==> src/hdl/shift_fifo_with_search_assert.svh <==
// ---------------------------------------------------------------------------
// Assertion macros for the shift FIFO with search
// Property shorthands used by the top-level queue to check its own logic.
// ---------------------------------------------------------------------------
`ifndef SHIFT_FIFO_WITH_SEARCH_ASSERT_SVH
`define SHIFT_FIFO_WITH_SEARCH_ASSERT_SVH

// Same-cycle implication, reset masks the check.
`define SFS_ASSERT_IMP(label, clk, rst, ante, cons, msg) \
  label: assert property (@(posedge clk) disable iff (rst) (ante) |-> (cons)) \
    else $error(msg);

// Next-cycle implication, reset masks the check.
`define SFS_ASSERT_NEXT(label, clk, rst, ante, cons, msg) \
  label: assert property (@(posedge clk) disable iff (rst) (ante) |=> (cons)) \
    else $error(msg);

`endif

==> src/hdl/sfs_pkg.sv <==
// ---------------------------------------------------------------------------
// Shift FIFO with search: shared definitions
// Sizes, command and status codes, beat types and the cell control bundle.
// ---------------------------------------------------------------------------
package sfs_pkg;

  localparam int DEPTH   = 16;
  localparam int VALUE_W = 32;
  localparam int CNT_W   = $clog2(DEPTH + 1);
  localparam int IDX_W   = (DEPTH > 1) ? $clog2(DEPTH) : 1;

  // Fixed field widths of the response beat
  localparam int COUNT_W = 5;
  localparam int POS_W   = 4;

  localparam logic [2:0] FN_ENQ   = 3'd0;
  localparam logic [2:0] FN_DEQ   = 3'd1;
  localparam logic [2:0] FN_OVW   = 3'd2;
  localparam logic [2:0] FN_FIND  = 3'd3;
  localparam logic [2:0] FN_CLEAR = 3'd4;

  localparam logic [1:0] ST_OK    = 2'd0;
  localparam logic [1:0] ST_FULL  = 2'd1;
  localparam logic [1:0] ST_EMPTY = 2'd2;

  typedef struct packed {
    logic [2:0]                func;
    logic signed [VALUE_W-1:0] value;
  } cmd_t;

  typedef struct packed {
    logic [1:0]                status;
    logic signed [VALUE_W-1:0] popped_value;
    logic signed [VALUE_W-1:0] head_value;
    logic [COUNT_W-1:0]        count;
    logic                      is_empty;
    logic                      is_full;
    logic                      found;
    logic [POS_W-1:0]          position;
  } rsp_t;

  // Broadcast to every cell of the row
  typedef struct packed {
    logic               load_tail;
    logic               load_head;
    logic               shift;
    logic               search;
    logic [CNT_W-1:0]   held;
    logic [VALUE_W-1:0] key;
  } sfs_ctl_t;

endpackage

==> src/hdl/sfs_cell.sv <==
// ---------------------------------------------------------------------------
// Shift FIFO cell
// One slot of the queue: loads, shifts from its tail-side neighbour, compares.
// ---------------------------------------------------------------------------
module sfs_cell (
  input  logic                        clk,
  input  sfs_pkg::sfs_ctl_t           ctl,
  input  logic [sfs_pkg::IDX_W-1:0]   idx,
  input  logic [sfs_pkg::VALUE_W-1:0] neighbour,
  output logic [sfs_pkg::VALUE_W-1:0] data,
  output logic                        match
);

  logic live;

  // Only slots below the fill level take part in a search
  assign live = ({1'b0, idx} < (sfs_pkg::IDX_W + 1)'(ctl.held));

  always_ff @(posedge clk) begin
    if (ctl.load_tail && (sfs_pkg::CNT_W'(idx) == ctl.held)) begin
      data <= ctl.key;
    end else if (ctl.load_head && (idx == '0)) begin
      data <= ctl.key;
    end else if (ctl.shift) begin
      data <= neighbour;
    end
    if (ctl.search) begin
      match <= live && (data == ctl.key);
    end
  end

endmodule

==> src/hdl/sfs_search.sv <==
// ---------------------------------------------------------------------------
// Shift FIFO match encoder
// Pick the lowest registered match flag and encode its position.
// ---------------------------------------------------------------------------
module sfs_search (
  input  logic [sfs_pkg::DEPTH-1:0] match,
  output logic                      found,
  output logic [sfs_pkg::IDX_W-1:0] pos
);

  logic [sfs_pkg::DEPTH-1:0] lowest;

  // Isolate the lowest set bit
  assign lowest = match & (~match + sfs_pkg::DEPTH'(1));
  assign found  = |match;

  always_comb begin
    pos = '0;
    for (int i = 0; i < sfs_pkg::DEPTH; i++) begin
      if (lowest[i]) begin
        pos = pos | sfs_pkg::IDX_W'(i);
      end
    end
  end

endmodule

==> src/hdl/shift_fifo_with_search.sv <==
// ---------------------------------------------------------------------------
// Shift FIFO with search
// Fixed-depth queue built as a row of slot cells, head always in cell 0.
// ---------------------------------------------------------------------------
// A command beat (enqueue, dequeue, overwrite head, search, clear) is taken
// when cmd_valid is high and cmd_stall low; each command gives exactly one
// response beat with status, dequeued value, new head, count, empty/full
// flags and the search result. One command is in flight at a time: in the
// cycle a beat is accepted every cell updates (load at the tail, shift one
// place towards the head, or overwrite the head) and, on a search, every cell
// registers its own key compare; the registered compares feed the match
// encoder, and the response is loaded into the output register once that
// register is free (rsp_valid low or rsp_stall low), so a stall can delay it.
// The next command is taken while the previous response still waits on rsp_stall.
// Dequeue or overwrite on an empty queue is rejected with the empty status,
// enqueue on a full queue with the full status; search looks only at held
// entries. Unused command codes change nothing and report the current state.
// ---------------------------------------------------------------------------
module shift_fifo_with_search (
  input  logic          clk,
  input  logic          rst,
  input  logic          cmd_valid,
  output logic          cmd_stall,
  input  sfs_pkg::cmd_t cmd,
  output logic          rsp_valid,
  input  logic          rsp_stall,
  output sfs_pkg::rsp_t rsp
);

`include "shift_fifo_with_search_assert.svh"

  logic                        accept;
  logic                        pend;
  logic                        pend_next;
  logic                        load_rsp;
  logic                        rsp_valid_next;
  logic [sfs_pkg::CNT_W-1:0]   held;
  logic [sfs_pkg::CNT_W-1:0]   held_next;
  logic                        empty_now;
  logic                        full_now;
  logic [1:0]                  status_next;
  logic [1:0]                  r_status;
  logic [sfs_pkg::VALUE_W-1:0] r_popped;
  logic                        r_search;
  sfs_pkg::sfs_ctl_t           ctl;
  logic [sfs_pkg::VALUE_W-1:0] cell_data [sfs_pkg::DEPTH];
  logic [sfs_pkg::VALUE_W-1:0] cell_nb   [sfs_pkg::DEPTH];
  logic [sfs_pkg::DEPTH-1:0]   match;
  logic                        any_match;
  logic [sfs_pkg::IDX_W-1:0]   match_pos;

  // Hold new commands while a response is still being formed, and in reset
  assign cmd_stall = pend || rst;
  assign accept    = cmd_valid && !cmd_stall;
  assign empty_now = (held == '0);
  assign full_now  = (held == sfs_pkg::CNT_W'(sfs_pkg::DEPTH));

  // Decode the command into cell controls, new fill level and status
  always_comb begin
    ctl           = '0;
    ctl.held      = held;
    ctl.key       = cmd.value;
    held_next     = held;
    status_next   = sfs_pkg::ST_OK;
    unique case (cmd.func)
      sfs_pkg::FN_ENQ: begin
        if (full_now) begin
          status_next = sfs_pkg::ST_FULL;
        end else begin
          ctl.load_tail = accept;
          held_next     = held + sfs_pkg::CNT_W'(1);
        end
      end
      sfs_pkg::FN_DEQ: begin
        if (empty_now) begin
          status_next = sfs_pkg::ST_EMPTY;
        end else begin
          ctl.shift = accept;
          held_next = held - sfs_pkg::CNT_W'(1);
        end
      end
      sfs_pkg::FN_OVW: begin
        if (empty_now) begin
          status_next = sfs_pkg::ST_EMPTY;
        end else begin
          ctl.load_head = accept;
        end
      end
      sfs_pkg::FN_FIND: begin
        ctl.search = accept;
        if (empty_now) begin
          status_next = sfs_pkg::ST_EMPTY;
        end
      end
      sfs_pkg::FN_CLEAR: begin
        held_next = '0;
      end
      default: begin
      end
    endcase
  end

  // Row of slot cells; each takes its tail-side neighbour on a dequeue
  for (genvar i = 0; i < sfs_pkg::DEPTH; i++) begin : g_cell
    if (i == sfs_pkg::DEPTH - 1) begin : g_last
      assign cell_nb[i] = cell_data[i];
    end else begin : g_mid
      assign cell_nb[i] = cell_data[i+1];
    end
    sfs_cell u_cell (
      .clk       (clk),
      .ctl       (ctl),
      .idx       (sfs_pkg::IDX_W'(i)),
      .neighbour (cell_nb[i]),
      .data      (cell_data[i]),
      .match     (match[i])
    );
  end

  sfs_search u_search (
    .match (match),
    .found (any_match),
    .pos   (match_pos)
  );

  // Load the pending response once the output register is free
  assign load_rsp       = pend && (!rsp_valid || !rsp_stall);
  assign pend_next      = accept ? 1'b1 : (load_rsp ? 1'b0 : pend);
  assign rsp_valid_next = load_rsp ? 1'b1 : (rsp_stall ? rsp_valid : 1'b0);

  always_ff @(posedge clk) begin
    if (rst) begin
      pend      <= 1'b0;
      rsp_valid <= 1'b0;
      held      <= '0;
    end else begin
      pend      <= pend_next;
      rsp_valid <= rsp_valid_next;
      if (accept) begin
        held <= held_next;
      end
    end
  end

  // Payload of the command in flight
  always_ff @(posedge clk) begin
    if (accept) begin
      r_status <= status_next;
      r_popped <= ctl.shift ? cell_data[0] : '0;
      r_search <= ctl.search && !empty_now;
    end
    if (load_rsp) begin
      rsp.status       <= r_status;
      rsp.popped_value <= r_popped;
      rsp.head_value   <= empty_now ? '0 : cell_data[0];
      rsp.count        <= sfs_pkg::COUNT_W'(held);
      rsp.is_empty     <= empty_now;
      rsp.is_full      <= full_now;
      rsp.found        <= r_search && any_match;
      rsp.position     <= (r_search && any_match) ? sfs_pkg::POS_W'(match_pos) : '0;
    end
  end

  // Fill level never passes the depth
  `SFS_ASSERT_IMP(a_held_bound, clk, rst, 1'b1, held <= sfs_pkg::CNT_W'(sfs_pkg::DEPTH), "fill level above depth")
  // An accepted beat always leaves a response pending
  `SFS_ASSERT_NEXT(a_accept_pend, clk, rst, accept, pend, "accepted command lost")
  // A hit only comes with the ok status
  `SFS_ASSERT_IMP(a_found_ok, clk, rst, rsp_valid && rsp.found, rsp.status == sfs_pkg::ST_OK, "hit reported on rejected search")

endmodule

==> config.mk <==
export PLATFORM = sky130hd
export DESIGN_NAME = shift_fifo_with_search
export DESIGN_NICKNAME = d
export VERILOG_FILES = /design/src/hdl/sfs_pkg.sv /design/src/hdl/sfs_cell.sv /design/src/hdl/sfs_search.sv /design/src/hdl/shift_fifo_with_search.sv
export VERILOG_INCLUDE_DIRS = /design/src /design/src/hdl
export SDC_FILE = /design/constraint.sdc
export NUM_CORES = 1
export LEC_CHECK = 0
export BUFFER_PORTS_ARGS = -buffer_cell sky130_fd_sc_hd__buf_2
export CORE_ASPECT_RATIO = 1.2
export CORE_MARGIN = 8
export CORE_UTILIZATION = 60
export CTS_BUF_LIST = sky130_fd_sc_hd__clkbuf_16
export CTS_CLUSTER_SIZE = 12
export DETAILED_ROUTE_END_ITERATION = 16
export PLACE_DENSITY = 0.78
export SYNTH_ARGS = -nofsm -noshare
export SYNTH_HDL_FRONTEND = slang
export SYNTH_SLANG_ARGS = --single-unit
==> constraint.sdc <==
create_clock -name clk -period 7.95 [get_ports clk]
set_clock_uncertainty 0.1 [all_clocks]
set_input_delay 0.3975 -clock clk [delete_from_list [all_inputs] [get_ports clk]]
set_output_delay 0.3975 -clock clk [all_outputs]
set_load 0.03 [all_outputs]
# Word level (Yosys, flattened, before mapping)
# Index checks and enable logic that the tools add are counted.
# classes
n_bitwise,2
add_sub_neg,3
magnitude_cmp,16
n_mux,62
n_reduce_logical,64
eq_ne,39
# op_table
operator,count
32-bit 2-to-1 mux,31
32-bit equality test,16
"4-bit by 5-bit equality test with 1-bit output, first input constant",8
"4-bit by 5-bit less-than comparator with 1-bit output, first input constant",8
1-bit logical AND,36
4-bit 2-to-1 mux,8
2-bit nonzero test,15
"3-bit by 5-bit equality test with 1-bit output, first input constant",4
"3-bit by 5-bit less-than comparator with 1-bit output, first input constant",4
"16-bit by 1-bit adder with 16-bit output, second input constant",1
16-bit bitwise AND,1
16-bit inverter,1
16-bit OR reduction,1
5-bit case mux with 3 select lines,1
1-bit 2-to-1 mux,12
3-bit 2-to-1 mux,4
"2-bit by 5-bit equality test with 1-bit output, first input constant",2
"1-bit by 5-bit less-than comparator with 1-bit output, first input constant",2
"2-bit by 5-bit less-than comparator with 1-bit output, first input constant",2
5-bit 2-to-1 mux,2
"3-bit by 2-bit equality test with 1-bit output, second input constant",2
2-bit 2-to-1 mux,3
3-bit nonzero test,2
"5-bit by 1-bit adder with 5-bit output, second input constant",1
14 further kinds,19
# totals
inputBits,39
ff_bits,648
output_inout_bits,80
word_cells,232

# Logic depth before layout (Yosys ltp)
# depth
word_depth,18
depth_mapped,11
mapped_depth_nobuf,8

# By module
# A second synthesis with hierarchy kept.
# unflattened
cells_unflattened,2354
area_unflattened_um2,34685.8
# by_module_without_submodules
mod,area_each_um2,n_inst,cells_per_inst,seq_area_each_um2
sfs_cell at g_cell[13].u_cell ...,1878.1,12,129,991.0
sfs_cell at g_cell[0].u_cell ...,1876.8,4,129,991.0
shift_fifo_with_search,4456.8,1,262,3533.4
sfs_search,185.2,1,28,0.0

# Worst setup path after synthesis
# Ideal clock, no wire load.
# synth_timing
path_kind,input to register
from,input port rsp_stall
to,"register rsp[0] in the netlist's numbering, enable pin"
setup_ps,633
path_slack_ps,1148
path_stages,1
path_buffers,0
arrival_ps,6069
t_required_ps,7217
cell_sequence,a21boi_0
# synth_between
elab_chain_cells,3
# synth_lines
item,line,rtl
"start, declared",shift_fifo_with_search.sv:26,"input logic rsp_stall,"
1-bit zero test,shift_fifo_with_search.sv:127,assign load_rsp = pend && (!rsp_valid || !rsp_stall);
1-bit logical OR,shift_fifo_with_search.sv:127,
1-bit logical AND,shift_fifo_with_search.sv:127,
"end, declared",shift_fifo_with_search.sv:27,output sfs_pkg::rsp_t rsp
# No other way between the ends.
# A chain may end at the register's enable or synchronous reset.

# Final worst setup path
# layout_timing
from,register held[0] in the netlist's numbering
to,"register g_cell[0].u_cell.data[21] in the netlist's numbering, enable pin"
# layout_between
elab_chain_cells,5
elab_cells_between_ends,9
cone_classes,1 x eq/ne; 5 x mux; 3 x reduce/logical
# layout_lines
item,line,rtl
"start, declared",shift_fifo_with_search.sv:37,logic [sfs_pkg::CNT_W-1:0] held;
"start signal, assigned",shift_fifo_with_search.sv:140,held <= held_next;
5-bit equality test,shift_fifo_with_search.sv:56,assign full_now = (held == sfs_pkg::CNT_W'(sfs_pkg::DEPTH));
1-bit 2-to-1 mux,shift_fifo_with_search.sv:67,if (full_now) begin
1-bit 2-to-1 mux,shift_fifo_with_search.sv:65,unique case (cmd.func)
1-bit logical AND,sfs_cell.sv:20,if (ctl.load_tail && (sfs_pkg::CNT_W'(idx) == ctl.held)) begin
3-bit nonzero test (no line) *,n/a,
"end signal, assigned",sfs_cell.sv:21,data <= ctl.key;
"end signal, assigned",sfs_cell.sv:23,data <= ctl.key;
"end signal, assigned",sfs_cell.sv:25,data <= neighbour;
"end, declared",sfs_cell.sv:10,"output logic [sfs_pkg::VALUE_W-1:0] data,"
# Mark *: on every way between the ends. The rest lies on a longest branch, timed or not.

==> impl_results.md <==
* Crit-path max FO at 36
* Starting density of the core at 60.6%
* Overflow after GRT at 0
* Synthesized area per cell at roughly 15 um2
* Yosys reg bits at between 600 and 700
* Final setup fails at 0
* Fin crit period at ~3800 ps
* Startpoint Class: register
* EDFF count, synth at between 600 and 700
* Worst R2R Start: held[0]
* Port buffer count at about 120
* P&R area growth vs syn at 9.00%
* Top Ports at roughly 120
* Worst EP required at between 8000 and 9000 ps
* Final worst slack at about 4200 ps
* Clock Latency Late Sink at around 600 ps
* H-Tree Depth at 3
* Non-Filler Instances at about 3k
* Met1 wire length at around 32 mm
* Placer Congestion at approximately 0.95
* Yosys top cell by area: edfxtp_1
* GRT Total Usage at approximately 29%
* Post-synthesis cell count at 2262
* Area of the core at roughly 0.055 mm2
* Placed Area at around 0.034 mm2
* Count of final hold-check violations at 0
* Final wirelength at between 90 and 100 mm
* Count leader, synth: edfxtp_1
* CTS root buffer: clkbuf_16
* Synth Net Count at 2306
* Pre-antenna DRT Iters at 5
* Total CTS buffers at just under 70
* Synth top area share at between 50% and 60%
* YS warnings at 0
* Nets at ~2.4k
* WHS Path Cells at 3
* Crit path kind: reg2reg
* Fin Hold WS at about 35 ps
* Netlist cell types at 68
* Dpl ws at about 4200 ps
* P per Cell Area at approximately 200 mW/mm2
* Worst hold path class: in2reg
* CTS tree: yes
* R2r worst-path depth at 10
* Fmax achieved at around 270 MHz
* Reg2reg end: g_cell[0].u_cell.data[21]
* Remaining antenna violation count at 0
* Largest net degree at the start of global routing at 74
* Max_cap viols at 0
* Post-synth top flop: edfxtp_1
* Vias/cell at approximately 6.3
* Fin. max-slew vios at 0
* Synthesized area at 0.0332 mm2
* FP Rows at 94
* Top layer in use: met4
* # resized after CTS at 0
* Die Area at around 0.063 mm2
* Reg2Reg Setup Slack at 4200 ps
* WL met2 at ~46 mm
* Fillers at 3863
* Max Buffers Root-to-Sink at 3
* Drt drc at 0
* Top cells by area in the synthesized netlist: edfxtp_1 58%, mux2_2 14%, xor2_1 11%
* Tcrit/Tclk final at 47.2%
* Clk sinks at about 650
* First-pass GRT wire length at between 100 and 150 mm
* Crit path DAT at between 3000 and 4000 ps
* Final Cell Area at between 0.03 and 0.04 mm2
* HPWL after DPL at between 60 and 70 mm
* Outcome: finished clean
* Die Span Y at between 200 and 300 um
* Number of global-route vias before repair at between 15k and 20k
* Hold Startpoint: rsp_stall
* Slew headroom at a little over an eighth
* Sequential-to-total area share from yosys stat at around three fifths
* Antenna diodes at 0
* Worst Setup End Kind: register
* Via count at between 15k and 20k
* RSZ-0062 raised after global routing: false
* Final Core Density at 66.1%
* Wire per inst at approximately 30 um
* Initial antenna violation count at 1
* Placed cell count at 2961
* CP Launch Point: held[0]
* WL met3 at approximately 6.2 mm
* Post-synth top cells: 641 x edfxtp_1, 431 x xor2_1, 405 x mux2_2, 115 x nor4_1, 106 x clkbuf_1
* Worst Tran Pin Value at ~1300 ps
* Worst VDD drop at about 0.00017 V
* Async SR Flop Fraction at 0%
* Share of cells above drive strength 1 at a little under a third
* Leakage at roughly 13 nW
* Die Wd at between 200 and 250 um
* Total power at 7.06 mW
* Hold endpoint: rsp_valid
* 1st-iter DRT viols at 1748
* Sum Neg Setup Slack at 0 ps
* CTS clk-pin slew, worst paths at 60 ps
report_power, final:
part	total, mW	switching, mW	internal [mW]
logic	0.417	0.300	0.117
clock network	2.88	1.31	1.57
registers	3.76	0.0156	3.75
repair_timing:
action,CTS,global route
hold buffers,4,0
endpoints found under the hold margin,7,0
setup buffers,0,0
critical path, stage by stage (launching register included):
cell and delay (ps):
dfxtp_1 400, inv_1 240, ha_1 390, and2b_1 260, nand2_1 150, inv_2 510
xnor2_1 190, and3_1 190, buf_4 390, nand2b_1 170, buf_4 390
kinds of logic (layout without fill, tap and decap cells):
group           count (synthesis)  in the layout  synth area share [%]
xor+xnor                      515            515                  13.6
simple gates                  348            348                  6.47
mux                           480            480                  17.0
compound gates                 57             57                  1.22
fa+ha+maj                       5              5                 0.189
flops                         648            648                  58.5
buf+inv                       209            304                  3.09
cell type report:
| class | count | area (um2) | area share [%] |
|---|---|---|---|
| Inverter | 10 | 37.5 | 0.104 |
| Timing Repair Buffer | 183 | 1110 | 3.07 |
| Multi-Input combinational cell | 1405 | 12800 | 35.4 |
| Sequential cell | 648 | 19400 | 53.6 |
| Clock inverter | 42 | 198 | 0.547 |
| Clock buffer | 69 | 1730 | 4.78 |
| Tap cell | 720 | 901 | 2.49 |
how the worst max path moves through the flow:
stage                                       endpoint  slack, ps  cells after the start
after floorplan                               rsp[0]       1150                      1
after global placement     g_cell[0].u_cell.data[14]       4280                     10
after detailed placement  g_cell[12].u_cell.data[16]       4170                      7
after CTS                  g_cell[0].u_cell.data[21]       4170                     10
after global routing       g_cell[0].u_cell.data[21]       3900                     10
final                      g_cell[0].u_cell.data[21]       4200                     10
cell usage in the layout, fill, tap and decap left out, types with 30 or more instances in the layout:
cell type  netlist  final
and2_1          34     34
buf_2           26    118
buf_4            6     60
clkbuf_16        0     69
edfxtp_1       641    641
mux2_2         405    405
mux2_4          59     59
nand2_1         30     30
nand4_1         42     42
nor2b_1         34     34
nor4_1         115    115
xnor2_1         84     84
xor2_1         431    431
state kept, by name (all words and copies together) (netlist names):
register / cells
pend: 1
r_search: 1
r_status: 2
held: 5
rsp: 78
r_popped: 32
rsp_valid: 1
g_cell.u_cell.data: 512
g_cell.u_cell.match: 16
layer usage:
metal | track usage [%] | vias up
met5 | 0 | -
met4 | 23.5 | 0
met3 | 5.07 | 327
met2 | 49.9 | 882
met1 | 31.9 | 9600
li1 | - | 8429
No activity file was read; power rests on OpenSTA's default activity.
